===== src/bnlf_pkg.sv =====
// Shared types and constants for the binary neighbourhood lookup filter.
// Holds the payload structs, action codes, register indexes and sizes.
// Depends on nothing; every other source file imports it.
`timescale 1ns / 1ps
`default_nettype none

package bnlf_pkg;

	localparam int MAX_ROWS = 1024;
	localparam int MAX_COLS = 1024;

	// Row position addresses the column store; column position also reaches the
	// padding column, one past the last image column.
	localparam int ROW_W = $clog2(MAX_ROWS);
	localparam int COL_W = $clog2(MAX_COLS + 1);

	localparam int CFG_W     = 11;
	localparam int CFG_IDX_W = 2;
	localparam int POS_W     = 10;

	localparam int RESET_ROWS = (MAX_ROWS < 1024) ? MAX_ROWS : 1024;
	localparam int RESET_COLS = (MAX_COLS < 1024) ? MAX_COLS : 1024;

	localparam int LUT_DEPTH = 512;
	localparam int LUT_AW    = $clog2(LUT_DEPTH);

	localparam int OBUF_DEPTH = 4;
	localparam int OBUF_AW    = $clog2(OBUF_DEPTH);
	localparam int OBUF_CW    = $clog2(OBUF_DEPTH + 1);

	localparam logic [CFG_IDX_W-1:0] CFG_IDX_ROWS = 2'd0;
	localparam logic [CFG_IDX_W-1:0] CFG_IDX_COLS = 2'd1;

	typedef enum logic [1:0] {
		ACT_LOAD  = 2'd0,
		ACT_PIXEL = 2'd1,
		ACT_PAD   = 2'd2,
		ACT_NONE  = 2'd3
	} action_t;

	typedef struct packed {
		action_t           action;
		logic              pixel_in;
		logic [LUT_AW-1:0] table_index;
		logic              table_value;
	} in_item_t;

	typedef struct packed {
		logic             pixel_out;
		logic [POS_W-1:0] out_row;
		logic [POS_W-1:0] out_col;
		logic             run_last;
	} out_item_t;

	// Up to two results enter the output buffer in one cycle.
	typedef struct packed {
		logic      a_en;
		out_item_t a;
		logic      b_en;
		out_item_t b;
	} push_t;

	typedef struct packed {
		logic              we;
		logic [LUT_AW-1:0] waddr;
		logic              wdata;
		logic              re;
		logic [LUT_AW-1:0] raddr_a;
		logic [LUT_AW-1:0] raddr_b;
	} lut_req_t;

	// Zero is taken as one; anything above the limit saturates to it.
	function automatic logic [CFG_W-1:0] clamp_size(input logic [CFG_W-1:0] v,
			input logic [CFG_W-1:0] maxv);
		logic [CFG_W-1:0] r;
		priority if (v == '0) begin
			r = CFG_W'(1);
		end else if (v > maxv) begin
			r = maxv;
		end else begin
			r = v;
		end
		return r;
	endfunction

endpackage

`default_nettype wire


===== src/bnlf_lut.sv =====
// Lookup table memory: 512 one-bit entries, one write port, two read ports.
// Read data is registered. Uses bnlf_pkg for the request struct and sizes.
`timescale 1ns / 1ps
`default_nettype none

module bnlf_lut (
	input  logic               clk,
	input  bnlf_pkg::lut_req_t req,
	output logic               rdata_a,
	output logic               rdata_b
);
	import bnlf_pkg::*;

	logic lut_mem [LUT_DEPTH];
	logic rd_a_q;
	logic rd_b_q;

	always_ff @(posedge clk) begin
		if (req.we) begin
			lut_mem[req.waddr] <= req.wdata;
		end
		if (req.re) begin
			rd_a_q <= lut_mem[req.raddr_a];
			rd_b_q <= lut_mem[req.raddr_b];
		end
	end

	assign rdata_a = rd_a_q;
	assign rdata_b = rd_b_q;

endmodule

`default_nettype wire


===== src/bnlf_obuf.sv =====
// Output buffer: a four-slot queue that takes up to two results a cycle
// and hands one a cycle to the output channel while it is ready. Uses bnlf_pkg.
`timescale 1ns / 1ps
`default_nettype none

module bnlf_obuf (
	input  logic                clk,
	input  logic                arst_n,
	input  bnlf_pkg::push_t     push,
	output logic                room,
	output logic                out_valid,
	input  logic                out_ready,
	output bnlf_pkg::out_item_t out_data
);
	import bnlf_pkg::*;

	out_item_t          slot_q [OBUF_DEPTH];
	logic [OBUF_AW-1:0] wr_ptr_q;
	logic [OBUF_AW-1:0] rd_ptr_q;
	logic [OBUF_CW-1:0] count_q;
	logic [OBUF_AW-1:0] wr_ptr_b;
	logic [OBUF_CW-1:0] n_push;
	logic               pop;

	assign pop      = out_valid && out_ready;
	assign n_push   = OBUF_CW'(push.a_en) + OBUF_CW'(push.b_en);
	assign wr_ptr_b = push.a_en ? wr_ptr_q + OBUF_AW'(1) : wr_ptr_q;

	// The pipeline only moves while two slots are free, so a push never overflows.
	assign room      = count_q <= OBUF_CW'(OBUF_DEPTH - 2);
	assign out_valid = count_q != '0;
	assign out_data  = slot_q[rd_ptr_q];

	always_ff @(posedge clk) begin
		if (push.a_en) begin
			slot_q[wr_ptr_q] <= push.a;
		end
		if (push.b_en) begin
			slot_q[wr_ptr_b] <= push.b;
		end
	end

	always_ff @(posedge clk or negedge arst_n) begin
		if (!arst_n) begin
			wr_ptr_q <= '0;
			rd_ptr_q <= '0;
			count_q  <= '0;
		end else begin
			wr_ptr_q <= wr_ptr_q + OBUF_AW'(n_push);
			if (pop) begin
				rd_ptr_q <= rd_ptr_q + OBUF_AW'(1);
			end
			count_q <= count_q + n_push - OBUF_CW'(pop);
		end
	end

endmodule

`default_nettype wire


===== src/binary_neighbourhood_lut_filter.sv =====
// Binary 3x3 neighbourhood lookup filter, top level.
// Throughput while the output buffer has room and the receiver is ready:
// one input transfer per cycle; at most two results per transfer, one out per cycle.
// The rate is set by the single read port of the column store, read once per pixel.
// Reset (arst_n low) clears positions, sizes (1024 x 1024) and the output buffer at once;
// the column store and the lookup table are not cleared and need no clearing pass.
`timescale 1ns / 1ps
`default_nettype none

module binary_neighbourhood_lut_filter (
	input  logic                          clk,
	input  logic                          arst_n,
	input  logic                          in_valid,
	output logic                          in_ready,
	input  bnlf_pkg::in_item_t            in_data,
	output logic                          out_valid,
	input  logic                          out_ready,
	output bnlf_pkg::out_item_t           out_data,
	input  logic                          cfg_valid,
	output logic                          cfg_ready,
	input  logic [bnlf_pkg::CFG_IDX_W-1:0] cfg_index,
	input  logic [bnlf_pkg::CFG_W-1:0]     cfg_data
);
	import bnlf_pkg::*;

	// Pixels arrive column by column. For every row the column store keeps the
	// pixels of the two previous columns (bit 0 the previous column, bit 1 the one
	// before). A pixel item reads its own row's entry on transfer, and in the next
	// stage writes it back shifted, with the new pixel in bit 0. The entries of the
	// two rows above travel in a small window of registers, as do the pixels of the
	// current column at those rows, so one read a pixel covers the whole 3x3 window.

	logic pipe_en;
	logic in_fire;
	logic cfg_fire;
	logic cfg_hit;
	logic adv0;
	logic cur0;
	logic last0;

	// Frame geometry and position of the next stream item.
	logic [CFG_W-1:0] rows_q;
	logic [CFG_W-1:0] cols_q;
	logic [ROW_W-1:0] row_q;
	logic [COL_W-1:0] col_q;

	// Stage one: column store read data is available.
	logic              adv_s1;
	logic              load_s1;
	logic              emit_a_s1;
	logic              emit_b_s1;
	logic              left_s1;
	logic              right_s1;
	logic              ge1_s1;
	logic              ge2_s1;
	logic              cur_s1;
	logic [ROW_W-1:0]  row_s1;
	logic [POS_W-1:0]  col_s1;
	logic [LUT_AW-1:0] tidx_s1;
	logic              tval_s1;

	// Stage two: table read data is available.
	logic             emit_a_s2;
	logic             emit_b_s2;
	logic [ROW_W-1:0] row_s2;
	logic [POS_W-1:0] col_s2;

	logic [1:0] prior_mem [MAX_ROWS];
	logic [1:0] prior_rd_q;
	logic       fwd_hit_q;
	logic [1:0] fwd_data_q;
	logic       prior_re;
	logic       prior_we;
	logic [1:0] prior_wdata;
	logic [1:0] old0;

	logic [1:0] win1_q;
	logic [1:0] win2_q;
	logic       rec0_q;
	logic       rec1_q;

	logic [LUT_AW-1:0] idx_a;
	logic [LUT_AW-1:0] idx_b;
	lut_req_t          lut_req;
	logic              lut_a;
	logic              lut_b;
	push_t             push;
	logic              obuf_room;

	// The whole pipeline moves together whenever the output buffer can take a
	// pair of results; nothing in front of it ever waits on anything else.
	assign pipe_en   = obuf_room;
	assign in_ready  = pipe_en;
	assign in_fire   = in_valid && in_ready;
	assign cfg_ready = 1'b1;
	assign cfg_fire  = cfg_valid && cfg_ready;
	assign cfg_hit   = (cfg_index == CFG_IDX_ROWS) || (cfg_index == CFG_IDX_COLS);

	// Pixels and padding items both advance the position; padding counts as zero.
	always_comb begin
		adv0 = 1'b0;
		cur0 = 1'b0;
		unique case (in_data.action)
			ACT_PIXEL: begin
				adv0 = 1'b1;
				cur0 = in_data.pixel_in;
			end
			ACT_PAD: begin
				adv0 = 1'b1;
			end
			ACT_LOAD, ACT_NONE: begin
				adv0 = 1'b0;
			end
			default: begin
				adv0 = 1'b0;
			end
		endcase
	end

	assign last0 = (CFG_W'(row_q) + CFG_W'(1)) >= rows_q;

	// A write to a known register restarts the frame; other indexes are ignored.
	always_ff @(posedge clk or negedge arst_n) begin
		if (!arst_n) begin
			rows_q <= CFG_W'(RESET_ROWS);
			cols_q <= CFG_W'(RESET_COLS);
			row_q  <= '0;
			col_q  <= '0;
		end else if (cfg_fire && cfg_hit) begin
			if (cfg_index == CFG_IDX_ROWS) begin
				rows_q <= clamp_size(cfg_data, CFG_W'(MAX_ROWS));
			end else begin
				cols_q <= clamp_size(cfg_data, CFG_W'(MAX_COLS));
			end
			row_q <= '0;
			col_q <= '0;
		end else if (in_fire && adv0) begin
			if (last0) begin
				row_q <= '0;
				// After the padding column the next image starts at column zero.
				col_q <= (CFG_W'(col_q) >= cols_q) ? '0 : col_q + COL_W'(1);
			end else begin
				row_q <= row_q + ROW_W'(1);
			end
		end
	end

	// Stage one control. A result for the row above needs a row above; the last
	// row also gives its own result. Column zero gives nothing yet.
	always_ff @(posedge clk or negedge arst_n) begin
		if (!arst_n) begin
			adv_s1    <= 1'b0;
			load_s1   <= 1'b0;
			emit_a_s1 <= 1'b0;
			emit_b_s1 <= 1'b0;
		end else if (pipe_en) begin
			adv_s1    <= in_fire && adv0;
			load_s1   <= in_fire && (in_data.action == ACT_LOAD);
			emit_a_s1 <= (col_q != '0) && (row_q != '0);
			emit_b_s1 <= (col_q != '0) && last0;
		end
	end

	// Stage one payload. The output column is one behind the arriving column;
	// the left neighbour column exists unless that is column zero, the right one
	// unless the arriving item belongs to the padding column.
	always_ff @(posedge clk) begin
		if (pipe_en) begin
			cur_s1   <= cur0;
			row_s1   <= row_q;
			col_s1   <= POS_W'(col_q - COL_W'(1));
			left_s1  <= col_q != COL_W'(1);
			right_s1 <= CFG_W'(col_q) < cols_q;
			ge1_s1   <= row_q != '0;
			ge2_s1   <= row_q >= ROW_W'(2);
			tidx_s1  <= in_data.table_index;
			tval_s1  <= in_data.table_value;
		end
	end

	// Column store. The read happens on the input transfer, the write back when
	// the item leaves stage one. With a one-row image the next pixel reads the
	// entry in the very cycle it is written, so that write is forwarded.
	assign prior_re    = in_fire && adv0;
	assign prior_we    = pipe_en && adv_s1;
	assign old0        = fwd_hit_q ? fwd_data_q : prior_rd_q;
	assign prior_wdata = {old0[0], cur_s1};

	always_ff @(posedge clk) begin
		if (prior_we) begin
			prior_mem[row_s1] <= prior_wdata;
		end
		if (prior_re) begin
			prior_rd_q <= prior_mem[row_q];
			fwd_data_q <= prior_wdata;
		end
	end

	always_ff @(posedge clk or negedge arst_n) begin
		if (!arst_n) begin
			fwd_hit_q <= 1'b0;
		end else if (prior_re) begin
			fwd_hit_q <= prior_we && (row_s1 == row_q);
		end
	end

	// Window of the two rows above in the current column. Stale contents at the
	// top of a column are masked by the row checks below.
	always_ff @(posedge clk or negedge arst_n) begin
		if (!arst_n) begin
			win1_q <= '0;
			win2_q <= '0;
			rec0_q <= 1'b0;
			rec1_q <= 1'b0;
		end else if (pipe_en && adv_s1) begin
			win1_q <= old0;
			win2_q <= win1_q;
			rec0_q <= cur_s1;
			rec1_q <= rec0_q;
		end
	end

	// Table index bit 3*column + row, column 0 being the left neighbour column.
	// Result A is centred on the row above the arriving pixel, result B on the
	// arriving (last) row itself, whose row below lies outside the image.
	always_comb begin
		idx_a[0] = left_s1 && ge2_s1 && win2_q[1];
		idx_a[1] = left_s1 && win1_q[1];
		idx_a[2] = left_s1 && old0[1];
		idx_a[3] = ge2_s1 && win2_q[0];
		idx_a[4] = win1_q[0];
		idx_a[5] = old0[0];
		idx_a[6] = right_s1 && ge2_s1 && rec1_q;
		idx_a[7] = right_s1 && rec0_q;
		idx_a[8] = right_s1 && cur_s1;

		idx_b[0] = left_s1 && ge1_s1 && win1_q[1];
		idx_b[1] = left_s1 && old0[1];
		idx_b[2] = 1'b0;
		idx_b[3] = ge1_s1 && win1_q[0];
		idx_b[4] = old0[0];
		idx_b[5] = 1'b0;
		idx_b[6] = right_s1 && ge1_s1 && rec0_q;
		idx_b[7] = right_s1 && cur_s1;
		idx_b[8] = 1'b0;
	end

	// Loads and lookups both act on the table in stage one, so they stay in
	// stream order.
	assign lut_req = '{
		we:      pipe_en && load_s1,
		waddr:   tidx_s1,
		wdata:   tval_s1,
		re:      pipe_en && adv_s1,
		raddr_a: idx_a,
		raddr_b: idx_b
	};

	bnlf_lut u_lut (
		.clk     (clk),
		.req     (lut_req),
		.rdata_a (lut_a),
		.rdata_b (lut_b)
	);

	always_ff @(posedge clk or negedge arst_n) begin
		if (!arst_n) begin
			emit_a_s2 <= 1'b0;
			emit_b_s2 <= 1'b0;
		end else if (pipe_en) begin
			emit_a_s2 <= adv_s1 && emit_a_s1;
			emit_b_s2 <= adv_s1 && emit_b_s1;
		end
	end

	always_ff @(posedge clk) begin
		if (pipe_en) begin
			row_s2 <= row_s1;
			col_s2 <= col_s1;
		end
	end

	// Result A goes first; it is marked last only when no result B follows.
	assign push = '{
		a_en: pipe_en && emit_a_s2,
		a:    '{pixel_out: lut_a,
			out_row:  POS_W'(row_s2 - ROW_W'(1)),
			out_col:  col_s2,
			run_last: !emit_b_s2},
		b_en: pipe_en && emit_b_s2,
		b:    '{pixel_out: lut_b,
			out_row:  POS_W'(row_s2),
			out_col:  col_s2,
			run_last: 1'b1}
	};

	bnlf_obuf u_obuf (
		.clk       (clk),
		.arst_n    (arst_n),
		.push      (push),
		.room      (obuf_room),
		.out_valid (out_valid),
		.out_ready (out_ready),
		.out_data  (out_data)
	);

endmodule

`default_nettype wire


===== config.mk =====
export PLATFORM = sky130hd
export DESIGN_NAME = binary_neighbourhood_lut_filter
export DESIGN_NICKNAME = d
export VERILOG_FILES = /design/src/bnlf_pkg.sv /design/src/bnlf_lut.sv /design/src/bnlf_obuf.sv /design/src/binary_neighbourhood_lut_filter.sv
export SDC_FILE = /design/constraint.sdc
export NUM_CORES = 2
export LEC_CHECK = 0
export BUFFER_PORTS_ARGS = -buffer_cell sky130_fd_sc_hd__buf_2
export CAP_MARGIN = 10
export CORE_ASPECT_RATIO = 0.6
export CORE_MARGIN = 8
export CORE_UTILIZATION = 45
export DETAILED_ROUTE_END_ITERATION = 12
export HOLD_SLACK_MARGIN = 0.08
export MAX_ROUTING_LAYER = met4
export SYNTH_ARGS = -nofsm -noshare
export SYNTH_HDL_FRONTEND = slang
export SYNTH_SLANG_ARGS = --single-unit
export TNS_END_PERCENT = 20

===== constraint.sdc =====
create_clock -name clk -period 17.4 [get_ports clk]
set_clock_uncertainty 0.05 [all_clocks]
set_input_delay 0.87 -clock clk [delete_from_list [all_inputs] [get_ports clk]]
set_output_delay 0.87 -clock clk [all_outputs]
set_load 0.01 [all_outputs]

==> qor_table.md <==
| Parameter | Value | Unit |
| --- | --- | --- |
| Maximum number of pins on one net before global-route repair | 289 | - |
| Row cnt | 144 | - |
| Global-route wire length before repair | 476.0 | mm |
| RePlAce Congestion | 0.8570 | - |
| PD cells | 133.8 | nW/um2 |
| DRC Markers | 0 | - |
| First-iteration detailed-routing DRC count | 11,060 | - |
| Max-slew violation count | 0 | - |
| #FFs+latches synth | 2,772 | - |
| ANT nets after route | 0 | - |
| Required time at the endpoint of the critical path | 17.99 | ns |
| Most repeated library cell on the critical path | buf_4 | - |
| Number of instances in the synthesized netlist | 6,997 | - |
| Synth Area in Adders | 0.4609 | % |
| Total nets after synthesis | 7,070 | - |
| Register-to-register setup slack | 10.99 | ns |
| Final Non-Filler Cells | 10,580 | - |
| Result of the run | complete, no violations | - |
| Count of final setup violators | 0 | - |
| Largest voltage drop on the vdd net | 119.0 | uV |
| Ys async rst share | 2.273 | % |
| Number of instances resized during post-cts repair | 0 | - |
| Number of warnings issued by yosys | 0 | - |
| Overall via count from detail_route | 66,510 | - |
| Category of cells accounting for the largest share of critical-path delay | buffers and inverters | - |
| Startpoint type of the worst setup path | flip-flop | - |
| Amount of wire on met3 after detailed routing | 49.21 | mm |
| Met2 wire len | 132.3 | mm |
| Clock latency on the worst-skew pair | 0.92 | ns |
| Share of the synthesized area in the top cell type | 70.24 | % |
| Cell area after synthesis | 115,600 | um2 |
| Crit share post-route | 36.86 | % |
| Sequential-to-total area share from yosys stat | 71.68 | % |
| Number of global-route vias before repair | 63,950 | - |
| Peak Freq | 155.9 | MHz |
| Number of maximum-capacitance violations | 0 | - |
| Global route overflow | 0 | - |
| Fraction of synthesized cell area in xor and xnor cells | 0.2424 | % |
| Delay of the slowest critical-path stage | 0.97 | ns |
| Final TNS setup | 0 | ns |
| Number of enable flip-flop cells after synthesis | 2,705 | - |
| Nets@finish | 7,017 | - |
| Instance count after placement with tap cells included | 10,100 | - |
| Horizontal extent of the die | 670.4 | um |
| H-tree depth | 4 | - |
| Relative slew slack | 12.31 | % |
| Reported leakage power | 38.74 | nW |
| Gr usage total | 24.56 | % |
| CTS Buffer Depth | 4 | - |
| Cell breakdown of the critical path | buf_4 > buf_4 > buf_4 > mux4_2 > mux4_2 > a211oi_2 > a211o_1 > a211oi_1 > a211oi_1 > nand4_1 | - |
| Worst setup EP type | flip-flop | - |
| Count of TritonRoute iterations in the first routing pass | 5 | - |
| Setup repair after global routing missed its margin | false | - |
| Worst path buffer plus inverter count | 3 | - |
| Detailed Route WL | 335.2 | mm |
| CP Max Fanout | 40 | - |
| Routed wire length per instance | 31.67 | um |
| Most used flip-flop cell after synthesis | edfxtp_1 | - |
| Multiplexer share of the synthesized area | 14.64 | % |
| Topmost layer with routed signal wires | met4 | - |
| Path class of the lowest-slack min-delay path | in -> reg | - |
| Largest cells by area after synthesis | edfxtp_1 70%, mux4_2 14%, nor2_1 5.3% | - |
| CTS Buf Count | 249 | - |
| Area of the core | 256,200 | um2 |
| Die footprint | 274,000 | um2 |
| Final period demand of the worst path | 6.414 | ns |
| Category of the most critical setup path | reg -> reg | - |
| Clock sink total | 2,772 | - |
| Combinational family with the most area after synthesis | multiplexers | - |
| Post-synthesis to final-layout area growth | 10.20 | % |
| Post-synthesis compound-gate area fraction | 2.687 | % |
| Clock transition at path regs | 0.07 | ns |
| CTS tree | built | - |
| Hold violation count in the final report | 0 | - |
| Wire length on met1 | 146.6 | mm |
| Io pins | 56 | - |
| Fill count | 21,050 | - |
| Average cell area after synthesis | 16.53 | um2 |
| Initial core utilization | 45.13 | % |
| Vertical die dimension | 408.7 | um |
| Cell taking the most area after synthesis | edfxtp_1 | - |
| Mean number of vias per cell | 6.284 | - |
| Arrival time worst endpoint | 7.01 | ns |
| Half-perimeter wire length of the detailed placement result | 192.0 | mm |
| Number of distinct standard cells referenced by the synthesized netlist | 72 | - |
| Initial antenna violation count | 20 | - |
| Overall Power | 17.05 | mW |
| Fraction of layout cells with a size suffix above 1 | 19.38 | % |
| Port Buffer Count | 54 | - |
| Slew at the pin closest to its max-slew limit | 1.282 | ns |
| Buffer cell driving the clock tree root | clkbuf_16 | - |
| Slowest cell on the critical path | dfrtp_4 | - |
| Simple-Gate Fraction of Synth Area | 7.917 | % |
[layer usage]
| metal | track usage (%) | vias up |
|---|---|---|
| li1 | - | 26800 |
| met1 | 38.07 | 35010 |
| met2 | 31.05 | 4235 |
| met3 | 8.396 | 466 |
| met4 | 4.897 | 0 |
| met5 | - | - |
[worst register-to-register path, delay by kind of cell (launching register included)]
kind	cells	cell delay, ns
buffers and inverters	3	2.22
AO/OA/AOI/OAI	4	1.61
multiplexers	2	1.15
flip-flops	1	0.97
AND/OR/NAND/NOR	1	0.15
[through the flow]
step | setup slack [ns] | hold slack [ns] | util (%) | area, um2
2_1_floorplan | 2.585 | 0.3503 | - | 115600
3_3_place_gp | 10.94 | 0.3537 | 46.57 | 119300
3_5_place_dp | 10.87 | 0.3545 | 46.58 | 119300
4_1_cts | 10.84 | 0.09790 | 49.65 | 127200
5_1_grt | 10.46 | 0.1188 | 49.74 | 127400
6_report | 10.99 | 0.1618 | 49.74 | 127400
[final timing paths]
check,from,to,depth (start not counted)
min reg2reg,col_s1[2]$_DFFE_PN_,col_s2[2]$_DFFE_PN_,0
min,in_data[0],tval_s1$_DFFE_PN_,1
max in group asynchronous,arst_n,row_q[2]$_DFFE_PN0P_,2
max reg2reg,row_q[0]$_DFFE_PN0P_,prior_rd_q[1]$_DFFE_PP_,10
min in group asynchronous,arst_n,u_obuf.rd_ptr_q[1]$_DFFE_PN0P_,2
max,row_q[0]$_DFFE_PN0P_,prior_rd_q[1]$_DFFE_PP_,10
[layout make-up]
cell class,instances,area [um2],share of cell area [%]
antenna,7,17.52,0.01375
clock buffer,299,6440,5.054
clock inverter,154,1321,1.037
inverter,53,215.2,0.1689
multi-input combinational,3625,30300,23.78
sequential,2772,82900,65.06
tap,3431,4293,3.369
timing repair buffer,243,1939,1.522
[flip-flops by register name, indices dropped and copies added, names as in the netlist, 3 cells and up]
signal and cells:
row_s1 10, col_s2 10, row_q 10, row_s2 10
col_s1 10, u_obuf.count_q 3, u_lut.lut_mem 512, cols_q 11
tidx_s1 9, rows_q 11, u_obuf.slot_q 88, col_q 11
prior_mem 2048
[kinds of logic (layout without fill, tap and decap cells)]
logic type | Yosys count | after routing
adders and majority gates | 42 | 42
and+or+nand+nor | 2275 | 2275
muxes | 806 | 806
xor gates and xnor gates | 32 | 32
DFF | 2772 | 2772
AOI/OAI and AO/OA | 469 | 469
other | 1 | 8
buffers and inverters | 600 | 749
[layout by cell type (no fill, tap or decap), types with 61 or more instances in the layout]
cell type | synthesis | final
o21ai_0 | 119 | 118
mux2i_1 | 85 | 85
edfxtp_1 | 2705 | 2705
mux4_2 | 707 | 707
nor2_1 | 1625 | 1623
clkbuf_16 | 0 | 250
nand2_1 | 373 | 334
clkinv_1 | 3 | 61
buf_4 | 28 | 161
a21oi_1 | 83 | 83
a22oi_1 | 62 | 62
[timing repair]
action                                 in CTS  in global routing
endpoints found under the hold margin      70                  0
buffers inserted                            0                  0
hold buffers                               10                  0
[power by group]
group	internal [mW]	switching, mW	leakage (nW)
Combinational	1.32	2.18	9.71
Clock	2.94	2.50	3.80
Sequential	7.92	0.176	25.2
Total	12.2	4.86	38.7
[cell usage after synthesis, drive strengths merged, types with 14 or more instances]
library cell     n
ha              41
clkbuf         378
nor2b           20
mux2i           85
nor3b           15
o21ai          123
and2            55
nand2          373
nor3            43
nand2b          27
nand3           57
a211oi          17
xor2            19
o22ai           42
mux2            14
dfrtp           61
inv             50
a22oi           62
edfxtp        2705
nor2          1625
mux4           707
buf            169
a221oi          33
a21oi           83
a22o            18
Note: power is estimated with default switching activity, not from simulation.
